File: config.mk
export PLATFORM = sky130hd
export DESIGN_NAME = semver_string_validator_unit
export DESIGN_NICKNAME = d
export VERILOG_FILES = /design/src/semver_pkg.sv /design/src/semver_in_stage.sv /design/src/semver_parse.sv /design/src/semver_out_stage.sv /design/src/semver_string_validator_unit.sv
export SDC_FILE = /design/constraint.sdc
export NUM_CORES = 1
export LEC_CHECK = 0
export BUFFER_PORTS_ARGS = -buffer_cell sky130_fd_sc_hd__buf_2
export CORE_MARGIN = 4
export CORE_UTILIZATION = 30
export CTS_BUF_LIST = sky130_fd_sc_hd__clkbuf_16
export DETAILED_ROUTE_END_ITERATION = 7
export SETUP_SLACK_MARGIN = 0.05
export SYNTH_ARGS = -nofsm -noshare
export SYNTH_HDL_FRONTEND = slang
export SYNTH_SLANG_ARGS = --single-unit
File: constraint.sdc
create_clock -name clk_i -period 8.23 [get_ports clk_i]
set_input_delay 0.4115 -clock clk_i [delete_from_list [all_inputs] [get_ports clk_i]]
set_output_delay 0.4115 -clock clk_i [all_outputs]
set_load 0.005 [all_outputs]
File: src/semver_pkg.sv
`default_nettype none

package semver_pkg;

  localparam logic [7:0] CH_ZERO   = 8'h30;
  localparam logic [7:0] CH_NINE   = 8'h39;
  localparam logic [7:0] CH_DOT    = 8'h2e;
  localparam logic [7:0] CH_DASH   = 8'h2d;
  localparam logic [7:0] CH_PLUS   = 8'h2b;
  localparam logic [7:0] CH_LOW_V  = 8'h76;
  localparam logic [7:0] CH_UP_V   = 8'h56;
  localparam logic [7:0] CH_LOW_A  = 8'h61;
  localparam logic [7:0] CH_LOW_Z  = 8'h7a;
  localparam logic [7:0] CH_UP_A   = 8'h41;
  localparam logic [7:0] CH_UP_Z   = 8'h5a;

  localparam int unsigned OUT_NUM_W  = 64;
  localparam int unsigned PRE_CNT_W  = 6;
  localparam int unsigned TEXT_LEN_W = 7;
  localparam int unsigned IN_DATA_W  = 8;
  localparam int unsigned OUT_DATA_W = 208;

  typedef enum logic [1:0] {
    PH_CORE  = 2'd0,
    PH_PRE   = 2'd1,
    PH_BUILD = 2'd2
  } phase_e;

  typedef struct packed {
    logic [7:0] text_byte;
    logic       end_of_text;
  } in_item_t;

  typedef struct packed {
    logic [TEXT_LEN_W-1:0] text_length;
    logic                  has_build;
    logic [PRE_CNT_W-1:0]  prerelease_count;
    logic                  has_prerelease;
    logic [OUT_NUM_W-1:0]  patch_number;
    logic [OUT_NUM_W-1:0]  minor_number;
    logic [OUT_NUM_W-1:0]  major_number;
    logic                  version_valid;
  } result_t;

  function automatic logic is_digit(input logic [7:0] c);
    return (c >= CH_ZERO) && (c <= CH_NINE);
  endfunction

  function automatic logic is_ident_char(input logic [7:0] c);
    return is_digit(c) || ((c >= CH_LOW_A) && (c <= CH_LOW_Z)) ||
           ((c >= CH_UP_A) && (c <= CH_UP_Z)) || (c == CH_DASH);
  endfunction

endpackage

`default_nettype wire

File: src/semver_in_stage.sv
`default_nettype none

module semver_in_stage
  import semver_pkg::*;
(
  input  wire logic     clk_i,
  input  wire logic     rst_ni,
  input  wire logic     valid_i,
  output logic          ready_o,
  input  wire in_item_t item_i,
  input  wire logic     take_i,
  output logic          valid_o,
  output in_item_t      item_o
);

  logic     valid_q, valid_d;
  in_item_t item_q;

  assign ready_o = !valid_q || take_i;

  always_comb begin
    valid_d = valid_q;
    if (take_i) begin
      valid_d = 1'b0;
    end
    if (valid_i && ready_o) begin
      valid_d = 1'b1;
    end
  end

  always_ff @(posedge clk_i or negedge rst_ni) begin
    if (!rst_ni) begin
      valid_q <= 1'b0;
    end else begin
      valid_q <= valid_d;
    end
  end

  always_ff @(posedge clk_i) begin
    if (valid_i && ready_o) begin
      item_q <= item_i;
    end
  end

  assign valid_o = valid_q;
  assign item_o  = item_q;

endmodule

`default_nettype wire

File: src/semver_parse.sv
`default_nettype none

module semver_parse
  import semver_pkg::*;
#(
  parameter int unsigned MAX_TEXT_LEN = 64,
  parameter int unsigned NUMBER_BITS  = 64
) (
  input  wire logic     clk_i,
  input  wire logic     rst_ni,
  input  wire logic     fire_i,
  input  wire in_item_t item_i,
  output result_t       result_o
);

  localparam int unsigned LenW = $clog2(MAX_TEXT_LEN + 2);
  localparam int unsigned AccW = NUMBER_BITS + 4;
  localparam logic [LenW-1:0] LenMax = LenW'(MAX_TEXT_LEN);

  typedef struct packed {
    logic [NUMBER_BITS-1:0] acc;
    logic [1:0]             len;
    logic                   all_dig;
    logic                   lead_zero;
    logic                   ovf;
  } ident_t;

  phase_e                 phase_q, phase_d;
  logic                   first_done_q, first_done_d;
  logic [LenW-1:0]        len_cnt_q, len_cnt_d;
  logic [1:0]             part_idx_q, part_idx_d;
  ident_t                 id_q, id_d, id_clr;
  logic [NUMBER_BITS-1:0] major_q, major_d;
  logic [NUMBER_BITS-1:0] minor_q, minor_d;
  logic [NUMBER_BITS-1:0] patch_q, patch_d;
  logic                   failed_q, failed_d;
  logic [PRE_CNT_W-1:0]   pre_cnt_q, pre_cnt_d;
  logic                   seen_dash_q, seen_dash_d;

  logic [7:0]             c;
  logic                   drop;
  logic [3:0]             dig;
  logic [AccW-1:0]        acc_ext, acc_mul;
  logic                   acc_fits;
  logic                   ok;
  logic [LenW-1:0]        len_lim;

  always_comb begin
    id_clr           = '0;
    id_clr.all_dig   = 1'b1;

    c        = item_i.text_byte;
    drop     = !first_done_q && ((c == CH_LOW_V) || (c == CH_UP_V));
    dig      = 4'(c - CH_ZERO);
    acc_ext  = {4'b0000, id_q.acc};
    acc_mul  = (acc_ext << 3) + (acc_ext << 1) + AccW'(dig);
    acc_fits = (acc_mul[AccW-1:NUMBER_BITS] == '0);

    phase_d      = phase_q;
    first_done_d = 1'b1;
    len_cnt_d    = len_cnt_q;
    part_idx_d   = part_idx_q;
    id_d         = id_q;
    major_d      = major_q;
    minor_d      = minor_q;
    patch_d      = patch_q;
    failed_d     = failed_q;
    pre_cnt_d    = pre_cnt_q;
    seen_dash_d  = seen_dash_q;

    // one character
    if (!drop) begin
      if (len_cnt_q <= LenMax) begin
        len_cnt_d = len_cnt_q + 1'b1;
      end
      case (phase_q)
        PH_CORE: begin
          if (is_digit(c)) begin
            if (id_q.lead_zero) failed_d = 1'b1;
            if ((id_q.len == 2'd0) && (dig == 4'd0)) id_d.lead_zero = 1'b1;
            if (acc_fits) id_d.acc = acc_mul[NUMBER_BITS-1:0];
            else failed_d = 1'b1;
            if (id_q.len != 2'd2) id_d.len = id_q.len + 1'b1;
          end else if (c == CH_DOT) begin
            if ((id_q.len == 2'd0) || (part_idx_q >= 2'd2)) failed_d = 1'b1;
            else if (part_idx_q == 2'd0) major_d = id_q.acc;
            else minor_d = id_q.acc;
            if (part_idx_q != 2'd3) part_idx_d = part_idx_q + 1'b1;
            id_d = id_clr;
          end else if ((c == CH_DASH) || (c == CH_PLUS)) begin
            if ((part_idx_q != 2'd2) || (id_q.len == 2'd0)) failed_d = 1'b1;
            else patch_d = id_q.acc;
            id_d = id_clr;
            if (c == CH_DASH) begin
              seen_dash_d = 1'b1;
              phase_d     = PH_PRE;
            end else begin
              phase_d = PH_BUILD;
            end
          end else begin
            failed_d = 1'b1;
          end
        end
        PH_PRE: begin
          if ((c == CH_DOT) || (c == CH_PLUS)) begin
            if (id_q.len == 2'd0) failed_d = 1'b1;
            else if (id_q.all_dig && ((id_q.lead_zero && (id_q.len == 2'd2)) || id_q.ovf))
              failed_d = 1'b1;
            if (pre_cnt_q != '1) pre_cnt_d = pre_cnt_q + 1'b1;
            id_d = id_clr;
            if (c == CH_PLUS) phase_d = PH_BUILD;
          end else if (is_ident_char(c)) begin
            if (is_digit(c)) begin
              if ((id_q.len == 2'd0) && (dig == 4'd0)) id_d.lead_zero = 1'b1;
              if (id_q.all_dig) begin
                if (acc_fits) id_d.acc = acc_mul[NUMBER_BITS-1:0];
                else id_d.ovf = 1'b1;
              end
            end else begin
              id_d.all_dig = 1'b0;
            end
            if (id_q.len != 2'd2) id_d.len = id_q.len + 1'b1;
          end else begin
            failed_d = 1'b1;
          end
        end
        PH_BUILD: begin
          if (c == CH_DOT) begin
            if (id_q.len == 2'd0) failed_d = 1'b1;
            id_d = id_clr;
          end else if ((c == CH_PLUS) || !is_ident_char(c)) begin
            failed_d = 1'b1;
          end else if (id_q.len != 2'd2) begin
            id_d.len = id_q.len + 1'b1;
          end
        end
        default: begin
          failed_d = 1'b1;
        end
      endcase
    end

    // close the open part at the end of the string
    if (item_i.end_of_text) begin
      case (phase_d)
        PH_CORE: begin
          if ((part_idx_d != 2'd2) || (id_d.len == 2'd0)) failed_d = 1'b1;
          else patch_d = id_d.acc;
        end
        PH_PRE: begin
          if (id_d.len == 2'd0) failed_d = 1'b1;
          else if (id_d.all_dig && ((id_d.lead_zero && (id_d.len == 2'd2)) || id_d.ovf))
            failed_d = 1'b1;
          if (pre_cnt_d != '1) pre_cnt_d = pre_cnt_d + 1'b1;
        end
        default: begin
          if (id_d.len == 2'd0) failed_d = 1'b1;
        end
      endcase
    end

    ok      = !failed_d && (len_cnt_d != '0) && (len_cnt_d <= LenMax);
    len_lim = (len_cnt_d > LenMax) ? LenMax : len_cnt_d;

    result_o.version_valid    = ok;
    result_o.major_number     = ok ? OUT_NUM_W'(major_d) : '0;
    result_o.minor_number     = ok ? OUT_NUM_W'(minor_d) : '0;
    result_o.patch_number     = ok ? OUT_NUM_W'(patch_d) : '0;
    result_o.has_prerelease   = ok && seen_dash_d;
    result_o.prerelease_count = ok ? pre_cnt_d : '0;
    result_o.has_build        = ok && (phase_d == PH_BUILD);
    result_o.text_length      = (32'(len_lim) > 32'd127) ? TEXT_LEN_W'(127)
                                                         : TEXT_LEN_W'(len_lim);

    // fresh state for the next string
    if (item_i.end_of_text) begin
      phase_d      = PH_CORE;
      first_done_d = 1'b0;
      len_cnt_d    = '0;
      part_idx_d   = '0;
      id_d         = id_clr;
      major_d      = '0;
      minor_d      = '0;
      patch_d      = '0;
      failed_d     = 1'b0;
      pre_cnt_d    = '0;
      seen_dash_d  = 1'b0;
    end
  end

  always_ff @(posedge clk_i or negedge rst_ni) begin
    if (!rst_ni) begin
      phase_q      <= PH_CORE;
      first_done_q <= 1'b0;
      len_cnt_q    <= '0;
      part_idx_q   <= '0;
      id_q         <= '{acc: '0, len: 2'd0, all_dig: 1'b1, lead_zero: 1'b0, ovf: 1'b0};
      major_q      <= '0;
      minor_q      <= '0;
      patch_q      <= '0;
      failed_q     <= 1'b0;
      pre_cnt_q    <= '0;
      seen_dash_q  <= 1'b0;
    end else if (fire_i) begin
      phase_q      <= phase_d;
      first_done_q <= first_done_d;
      len_cnt_q    <= len_cnt_d;
      part_idx_q   <= part_idx_d;
      id_q         <= id_d;
      major_q      <= major_d;
      minor_q      <= minor_d;
      patch_q      <= patch_d;
      failed_q     <= failed_d;
      pre_cnt_q    <= pre_cnt_d;
      seen_dash_q  <= seen_dash_d;
    end
  end

  a_end_clears: assert property (@(posedge clk_i) disable iff (!rst_ni)
    fire_i && item_i.end_of_text |=> (phase_q == PH_CORE) && !first_done_q && !failed_q)
    else $error("state not cleared after end of string");

  a_valid_len: assert property (@(posedge clk_i) disable iff (!rst_ni)
    fire_i && item_i.end_of_text && result_o.version_valid |-> result_o.text_length != '0)
    else $error("valid result with empty text");

  a_invalid_zero: assert property (@(posedge clk_i) disable iff (!rst_ni)
    fire_i && item_i.end_of_text && !result_o.version_valid |->
      (result_o.major_number == '0) && (result_o.prerelease_count == '0) &&
      !result_o.has_build && !result_o.has_prerelease)
    else $error("invalid result carries fields");

  a_len_sat: assert property (@(posedge clk_i) disable iff (!rst_ni)
    len_cnt_q <= LenW'(MAX_TEXT_LEN + 1))
    else $error("length count beyond saturation");

endmodule

`default_nettype wire

File: src/semver_out_stage.sv
`default_nettype none

module semver_out_stage
  import semver_pkg::*;
(
  input  wire logic    clk_i,
  input  wire logic    rst_ni,
  input  wire logic    load_i,
  input  wire result_t result_i,
  output logic         free_o,
  output logic         valid_o,
  input  wire logic    ready_i,
  output result_t      result_o
);

  logic    valid_q, valid_d;
  result_t result_q;

  assign free_o = !valid_q || ready_i;

  always_comb begin
    valid_d = valid_q;
    if (valid_q && ready_i) begin
      valid_d = 1'b0;
    end
    if (load_i) begin
      valid_d = 1'b1;
    end
  end

  always_ff @(posedge clk_i or negedge rst_ni) begin
    if (!rst_ni) begin
      valid_q <= 1'b0;
    end else begin
      valid_q <= valid_d;
    end
  end

  always_ff @(posedge clk_i) begin
    if (load_i) begin
      result_q <= result_i;
    end
  end

  assign valid_o  = valid_q;
  assign result_o = result_q;

endmodule

`default_nettype wire

File: src/semver_string_validator_unit.sv
// channel  | dir | handshake                    | payload
// s_axis   | in  | s_axis_tvalid/s_axis_tready  | tdata: text_byte; tlast: end_of_text
// m_axis   | out | m_axis_tvalid/m_axis_tready  | tdata: result fields, see port list
//
// one byte per cycle while no last byte waits on a full result register: input register, then
// parsing logic into the result register, loaded as the last byte leaves the input register
// the x10 add on the number accumulator sets the parsing path
// rst_ni clears the handshake flags and the parser state; the string restarts
// a stalled result holds only bytes marked last; other bytes keep flowing
`default_nettype none

module semver_string_validator_unit
  import semver_pkg::*;
#(
  parameter int unsigned MAX_TEXT_LEN = 64,
  parameter int unsigned NUMBER_BITS  = 64
) (
  input  wire logic                  clk_i,
  input  wire logic                  rst_ni,
  input  wire logic                  s_axis_tvalid,
  output logic                       s_axis_tready,
  // [7:0] text_byte
  input  wire logic [IN_DATA_W-1:0]  s_axis_tdata,
  input  wire logic                  s_axis_tlast,
  output logic                       m_axis_tvalid,
  input  wire logic                  m_axis_tready,
  // [0] version_valid, [64:1] major_number, [128:65] minor_number,
  // [192:129] patch_number, [193] has_prerelease, [199:194] prerelease_count,
  // [200] has_build, [207:201] text_length
  output logic [OUT_DATA_W-1:0]      m_axis_tdata
);

  in_item_t in_item, stage_item;
  logic     stage_valid, out_free, fire;
  result_t  parse_res, out_res;

  assign in_item.text_byte   = s_axis_tdata;
  assign in_item.end_of_text = s_axis_tlast;

  assign fire = stage_valid && (!stage_item.end_of_text || out_free);

  semver_in_stage u_in (
    .clk_i   (clk_i),
    .rst_ni  (rst_ni),
    .valid_i (s_axis_tvalid),
    .ready_o (s_axis_tready),
    .item_i  (in_item),
    .take_i  (fire),
    .valid_o (stage_valid),
    .item_o  (stage_item)
  );

  semver_parse #(
    .MAX_TEXT_LEN (MAX_TEXT_LEN),
    .NUMBER_BITS  (NUMBER_BITS)
  ) u_parse (
    .clk_i    (clk_i),
    .rst_ni   (rst_ni),
    .fire_i   (fire),
    .item_i   (stage_item),
    .result_o (parse_res)
  );

  semver_out_stage u_out (
    .clk_i    (clk_i),
    .rst_ni   (rst_ni),
    .load_i   (fire && stage_item.end_of_text),
    .result_i (parse_res),
    .free_o   (out_free),
    .valid_o  (m_axis_tvalid),
    .ready_i  (m_axis_tready),
    .result_o (out_res)
  );

  assign m_axis_tdata = out_res;

endmodule

`default_nettype wire

# Yosys cells after proc, flatten, opt, wreduce, memory -nomap -nowiden
# Index checks and enable logic that the tools add are counted.
# totals
reg_bits,500
out_inout_bits,210
# classes
reduce_logical,48
order_cmp,10
add_sub_neg,8
mux,109
eq_ne,17
# op_table
operator,n
64-bit two-way mux,28
69-bit two-way mux,6
69-bit one-hot mux with 3 select lines,1
67-bit by 65-bit adder with 68-bit output,1
68-bit by 4-bit adder with 68-bit output,1
66-bit two-way mux,1
6-bit two-way mux,8
1-bit two-way mux,40
2-bit two-way mux,18
"8-bit by 6-bit == test with 1-bit output, second input constant",3
7-bit two-way mux,3
1-bit logical AND,17
"8-bit by 7-bit == test with 1-bit output, second input constant",2
"8-bit by 7-bit greater-or-equal comparator with 1-bit output, second input constant",2
"8-bit by 7-bit less-or-equal comparator with 1-bit output, second input constant",2
1-bit logical OR,15
"7-bit less-or-equal comparator, second input constant",2
"6-bit by 1-bit adder with 6-bit output, second input constant",2
"6-bit != test, second input constant",2
2-bit zero test,5
"2-bit == test, second input constant",4
"8-bit by 6-bit greater-or-equal comparator with 1-bit output, second input constant",1
"8-bit by 6-bit less-or-equal comparator with 1-bit output, second input constant",1
4-bit zero test,2
14 further kinds,25

# Logic depth before layout (Yosys ltp)
# logic_depth
word_depth,23
mapped_depth,20

# Modules after synthesis
# A second synthesis with hierarchy kept.
# unflattened
hier_cells,2670
hier_area_um2,28010.6
# modules_own_cells
module,seq_area_each_um2,area_per_inst_um2,n_inst,cells_per_inst
semver_parse,7033.0,21374.2,1,2443
semver_out_stage,6271.0,6293.5,1,211
semver_in_stage,295.3,324.1,1,13
semver_string_validator_unit,0.0,18.8,1,3

# Worst setup path before layout
# Ideal clock, no wire load.
# synth_path
path_kind,register to register
startpoint,reg u_in.item_q (netlist bit u_in.item_o[0])
endpoint,reg u_out.result_q (netlist bit u_out.result_o[0]) (enable)
setup_time_ps,650
slack_ps,873
stages_incl_launch_ff,5
required_ps,7580
t_arrival_ps,6707
period_less_slack_ps,7357
path_cell_list,edfxtp_1 > clkbuf_1 > clkbuf_1 > and3_1 > clkbuf_1
# synth_via
elab_chain_len,4
# synth_lines
element,line,source
from (decl),semver_in_stage.sv:17,in_item_t item_q;
from (signal assigned),semver_in_stage.sv:41,item_q <= item_i;
1-bit zero test,semver_string_validator_unit.sv:40,assign fire = stage_valid && (!stage_item.end_of_text || out_free);
1-bit logical OR,semver_string_validator_unit.sv:40,
1-bit logical AND,semver_string_validator_unit.sv:40,
1-bit logical AND *,semver_string_validator_unit.sv:67,".load_i (fire && stage_item.end_of_text),"
net u_out.load_i,semver_out_stage.sv:8,"input wire logic load_i,"
to (signal assigned),semver_out_stage.sv:41,result_q <= result_i;
to (decl),semver_out_stage.sv:17,result_t result_q;
# Mark *: on every way through the listed nets, which the timed path passes. The rest lies on a longest branch.
# A chain may end at the register's enable or synchronous reset.

# Worst setup path in the final report
# layout_path
startpoint,reg u_parse.id_q (netlist bit u_parse.acc_ext[0])
endpoint,reg u_out.result_q (netlist bit u_out.result_o[34]) (data pin)
# layout_via
elab_chain_len,19
elab_cells_between_ends,25
cone_classes,add/sub: 2; mux: 17; reduce/logical: 6
# layout_lines
element,line,source
from (decl),semver_parse.sv:32,"ident_t id_q, id_d, id_clr;"
from (signal assigned),semver_parse.sv:197,"id_q <= '{acc: '0, len: 2'd0, all_dig: 1'b1, lead_zero: 1'b0, ovf: 1'b0};"
from (signal assigned),semver_parse.sv:209,id_q <= id_d;
67-bit by 65-bit adder with 68-bit output *,semver_parse.sv:56,acc_mul = (acc_ext << 3) + (acc_ext << 1) + AccW'(dig);
68-bit by 4-bit adder with 68-bit output *,semver_parse.sv:56,
4-bit zero test *,semver_parse.sv:57,acc_fits = (acc_mul[AccW-1:NUMBER_BITS] == '0);
1-bit two-way mux,semver_parse.sv:116,if (acc_fits) id_d.acc = acc_mul[NUMBER_BITS-1:0];
1-bit two-way mux,semver_parse.sv:115,if (id_q.all_dig) begin
2-bit two-way mux,semver_parse.sv:113,if (is_digit(c)) begin
69-bit two-way mux,semver_parse.sv:112,end else if (is_ident_char(c)) begin
69-bit two-way mux,semver_parse.sv:105,if ((c == CH_DOT) || (c == CH_PLUS)) begin
[... 2 more ...],-,
1-bit logical OR,semver_parse.sv:152,else if (id_d.all_dig && ((id_d.lead_zero && (id_d.len == 2'd2)) || id_d.ovf))
1-bit logical AND,semver_parse.sv:152,
1-bit two-way mux,semver_parse.sv:152,
1-bit two-way mux,semver_parse.sv:151,if (id_d.len == 2'd0) failed_d = 1'b1;
1-bit one-hot mux with 2 select lines,semver_parse.sv:145,case (phase_d)
1-bit two-way mux *,semver_parse.sv:144,if (item_i.end_of_text) begin
1-bit zero test *,semver_parse.sv:162,ok = !failed_d && (len_cnt_d != '0) && (len_cnt_d <= LenMax);
1-bit logical AND * (2 in series),semver_parse.sv:162,
# Every way passes the cells marked *; elsewhere a longest branch is shown, timed or not.

==> results by group <==
Outcome
  – Status: complete, no violations

Floorplan
  – Total core area: between 0.09 and 0.1 sq mm
  – Num ports: 223
  – Die Height: 311 um
  – Starting utilization of the core area: 0.304
  – Chip Width: between 300 and 400 um
  – Core Rows: 110
  – Die Area: 0.0968 sq mm

Routing
  – DRT antenna net count: 0
  – DR pass1 iterations: 6
  – Overall routed net length: between 80000 and 90000 um
  – DRC: 0
  – Routed length per instance: 20.5 um
  – Via-to-Cell Ratio: 5.40
  – Vias post-DR: 22700
  – Iter 0 DRT Violations: 2102

Synthesis
  – Synth cell types: 83
  – Post-synthesis sequential area ratio: 0.493
  – Ys Warns: 0
  – Ys async rst share: 0.566
  – Main flop type after synthesis: dfrtp_1
  – Post-synth EDFFs: 217
  – Syn Area/Cell: 9.47 sq um
  – Gate Count Post-Synth: about 2900
  – Post-Syn Area: 0.0276 sq mm
  – FF+latch count, synth: 500
  – Synthesized Nets: 3059

Pwr
  – Share of total power in the clock network: 0.412
  – Sw Share: 0.260
  – Max VDD drop: about 0.00015 V
  – Total internal power: approximately 0.0046 W
  – Reg power frac: 0.472
  – P per Cell Area: 198 mW/mm^2
  – Overall Power: 0.00622 W
  – Static leakage: 12.9 nW
  – Comb power frac: 0.116
  – Switch Pwr: 0.00162 W

Layout
  – Final instance area: ~0.032 sq mm
  – Layout cell share with drive strength beyond 1: 0.123
  – Inserted Diodes: 0
  – Nets: about 3100
  – Non-Filler Instances: around 4200
  – Area delta synth->final: 14.3%
  – Fillers: between 9000 and 10000

Timing
  – Max-slew violations: 0
  – FMAX: 0.165 GHz
  – RSZ-0062 raised after global routing: false
  – # setup viols final: 0
  – Setup tns final: 0 ns
  – Clk_skew: 0.0419 ns
  – Slew of the pin with the lowest slew margin: between 1 and 1.5 ns
  – Max-slew headroom: 0.298
  – Tcrit/Tclk final: 0.738
  – Final Hold Fails: 0
  – Min Clock Period, post-route: slightly above 6 ns

Place
  – Dpl cells: 4086
  – Dpl hpwl: 55900 um
  – Placed instance area: around 0.03 sq mm
  – Number of port buffers: 222
  – Final Wtd Congestion: 0.894

Worst setup path
  – CP max FO: between 50 and 60
  – Worst r2r src: u_parse.acc_ext[0]
  – Crit path DAT: between 6 and 7 ns
  – Setup CP Type: reg -> reg
  – Critical Path End Type: flip-flop
  – FF-to-FF setup slack: roughly 2.2 ns
  – Worst-case reg-to-reg path depth: 18
  – Critical path data required time: 8.54 ns
  – Critical Path Start Type: flip-flop
  – R2R Path End: u_out.result_o[34]

Clocking
  – Htree depth: 2
  – CTS buffer count: 57
  – Clock buffer depth: 3
  – Clk slew on worst S/H paths: around 0.06 ns
  – CTS Sinks: 500
  – Postcts setup bufs: 0
  – Root Driver: clkbuf_16
  – Worst-skew pair later-pin latency: 0.63 ns
  – CTS tree: built

GRT
  – Initial antenna violation count: 1
  – GRT Resource Usage Total: 0.172
  – Remaining Overflow, GRT: 0
  – Number of global-route vias before repair: 22200
  – First-pass GRT wire length: 134000 um
  – Largest net degree at the start of global routing: 154

Min path
  – Worst Hold Class: in -> reg
  – HP Start: m_axis_tready
  – Hold Crit Depth: 3
  – Hold endpoint: u_out.valid_o

Job
  – Max-capacitance violation count: 0
area by class of cell:
type                            instances  area [sq um]  share of cell area
Inverter                               33           124             0.00393
Tap cell                             1176          1470              0.0467
Clock buffer                           61          1530              0.0484
Timing Repair Buffer                  266          1520              0.0481
Multi-Input combinational cell       2122         12900               0.409
Sequential cell                       500         13600               0.432
Clock inverter                         46           372              0.0118
worst max-delay path, stage by stage, from the launching register on:
cell and delay (ns):
dfrtp_1 0.52, inv_1 0.12, fa_1 0.56, inv_1 0.05, ha_1 0.29, a211oi_1 0.09, o21ai_1 0.25, a31oi_1 0.20
o31ai_1 0.53, a41oi_2 0.32, o21ai_1 0.44, nand3_1 0.20, nand4_4 0.29, nand3_1 0.12, a31o_2 0.29, o211ai_1 0.16
buf_4 0.52, buf_4 0.63, a21oi_1 0.11
layer usage:
metal | routed length, um | GRT usage
met1 | 39000 | 0.235
met2 | 40100 | 0.281
met3 | 4500 | 0.0282
met4 | 2610 | 0.0536
met5 | 0 | 0
flip-flops by register name (all words and copies together), names as in the netlist, 5 cells and up:
signal,cells
u_out.result_o,208
u_parse.acc_ext,64
u_parse.major_q,64
u_parse.minor_q,64
u_parse.patch_q,64
u_in.item_o,9
u_parse.len_cnt_q,7
u_parse.pre_cnt_q,6
u_parse.id_q,5
cell usage after synthesis (7+ instances only):
cell	n	area, sq um
o22ai_1	7	43.8
clkbuf_1	216	811
o21bai_1	9	67.6
xnor2_1	47	412
a221oi_1	43	377
o21ai_0	202	1010
o21a_1	12	90.1
dfrtp_1	282	7060
buf_2	35	175
nand3_1	45	225
nand2_1	590	2210
nand4_1	26	163
a22oi_1	22	165
and2_1	17	106
nor2b_1	10	62.6
ha_1	134	1680
a21o_1	22	165
xor2_1	28	245
a21boi_0	109	818
nor3_1	31	155
and3_1	9	56.3
edfxtp_1	217	6520
a31oi_1	16	100
o211ai_1	18	135
nor4_1	11	68.8
nor2_1	156	586
a222oi_1	15	150
a21oi_1	276	1380
a211oi_1	19	143
inv_1	33	124
nand2b_1	15	93.8
a22o_1	120	1050
power by group through the flow:
stage          sequential [W]  combinational (W)  clock, W
2_1_floorplan         0.00296           0.000498         0
3_3_place_gp          0.00298           0.000715         0
3_5_place_dp          0.00298           0.000726         0
4_1_cts               0.00294           0.000732   0.00263
5_1_grt               0.00296           0.000831   0.00274
6_report              0.00294           0.000722   0.00256
worst max-delay path by stage:
stage                             startpoint                   to  slack, ns  cells past startpoint
final                     u_parse.acc_ext[0]   u_out.result_o[34]       2.16                     18
after detailed placement  u_parse.acc_ext[0]   u_out.result_o[36]       2.24                     18
after global routing      u_parse.acc_ext[0]  u_out.result_o[171]       1.78                     18
after CTS                 u_parse.acc_ext[0]   u_out.result_o[36]       2.20                     18
after floorplan               u_in.item_o[0]    u_out.result_o[0]       0.87                      4
after global placement    u_parse.acc_ext[0]  u_out.result_o[176]       2.35                     18
layout by cell type (no fill, tap or decap), drive strengths merged, types with 7 or more instances in the layout:
cell type	synthesis	layout
a211oi	20	20
xnor2	47	47
o31ai	7	7
nand2b	15	15
buf	39	255
a21o	22	22
dlygate4sd3	0	11
o21a	12	12
nand4	28	28
nor3	33	33
xor2	28	28
a41oi	7	7
a22oi	22	22
clkinv	0	26
a221oi	44	44
edfxtp	217	217
a21oi	279	279
nor2b	10	10
and3	9	9
a21boi	110	110
o22ai	7	7
o21ai	208	208
a22o	120	120
clkbuf	216	61
inv	33	47
a222oi	15	15
dfrtp	282	282
nand2	590	590
ha	134	134
o211ai	18	18
nand3	45	45
o21bai	10	10
a31oi	16	16
and2	17	17
nor4	12	12
nor2	156	156
what timing repair did:
| item | 4_1_cts | 5_1_grt |
|---|---|---|
| endpoints found under the setup margin | 0 | 0 |
| gates resized for setup | 0 | 0 |
| hold endpoints to repair | 99 | 0 |
| hold buffers | 11 | 0 |
metrics by stage:
| stage | hold slack, ns | worst slack (ns) | utilization |
|---|---|---|---|
| 2_1_floorplan | 0.116 | 0.873 | - |
| 3_3_place_gp | 0.455 | 2.35 | 0.326 |
| 3_5_place_dp | 0.464 | 2.24 | 0.326 |
| 4_1_cts | 0.0826 | 2.20 | 0.348 |
| 5_1_grt | 0.101 | 1.78 | 0.348 |
| 6_report | 0.115 | 2.16 | 0.348 |
cells by family after synthesis:
logic type,Yosys count,synth area share
adders and majority gates,136,0.0623
buffers and inverters,288,0.0419
DFF,500,0.493
AOI/OAI and AO/OA,960,0.230
muxes,6,0.00218
xor gates and xnor gates,75,0.0238
and+or+nand+nor,945,0.147
Note: power is estimated with default switching activity, not from simulation.
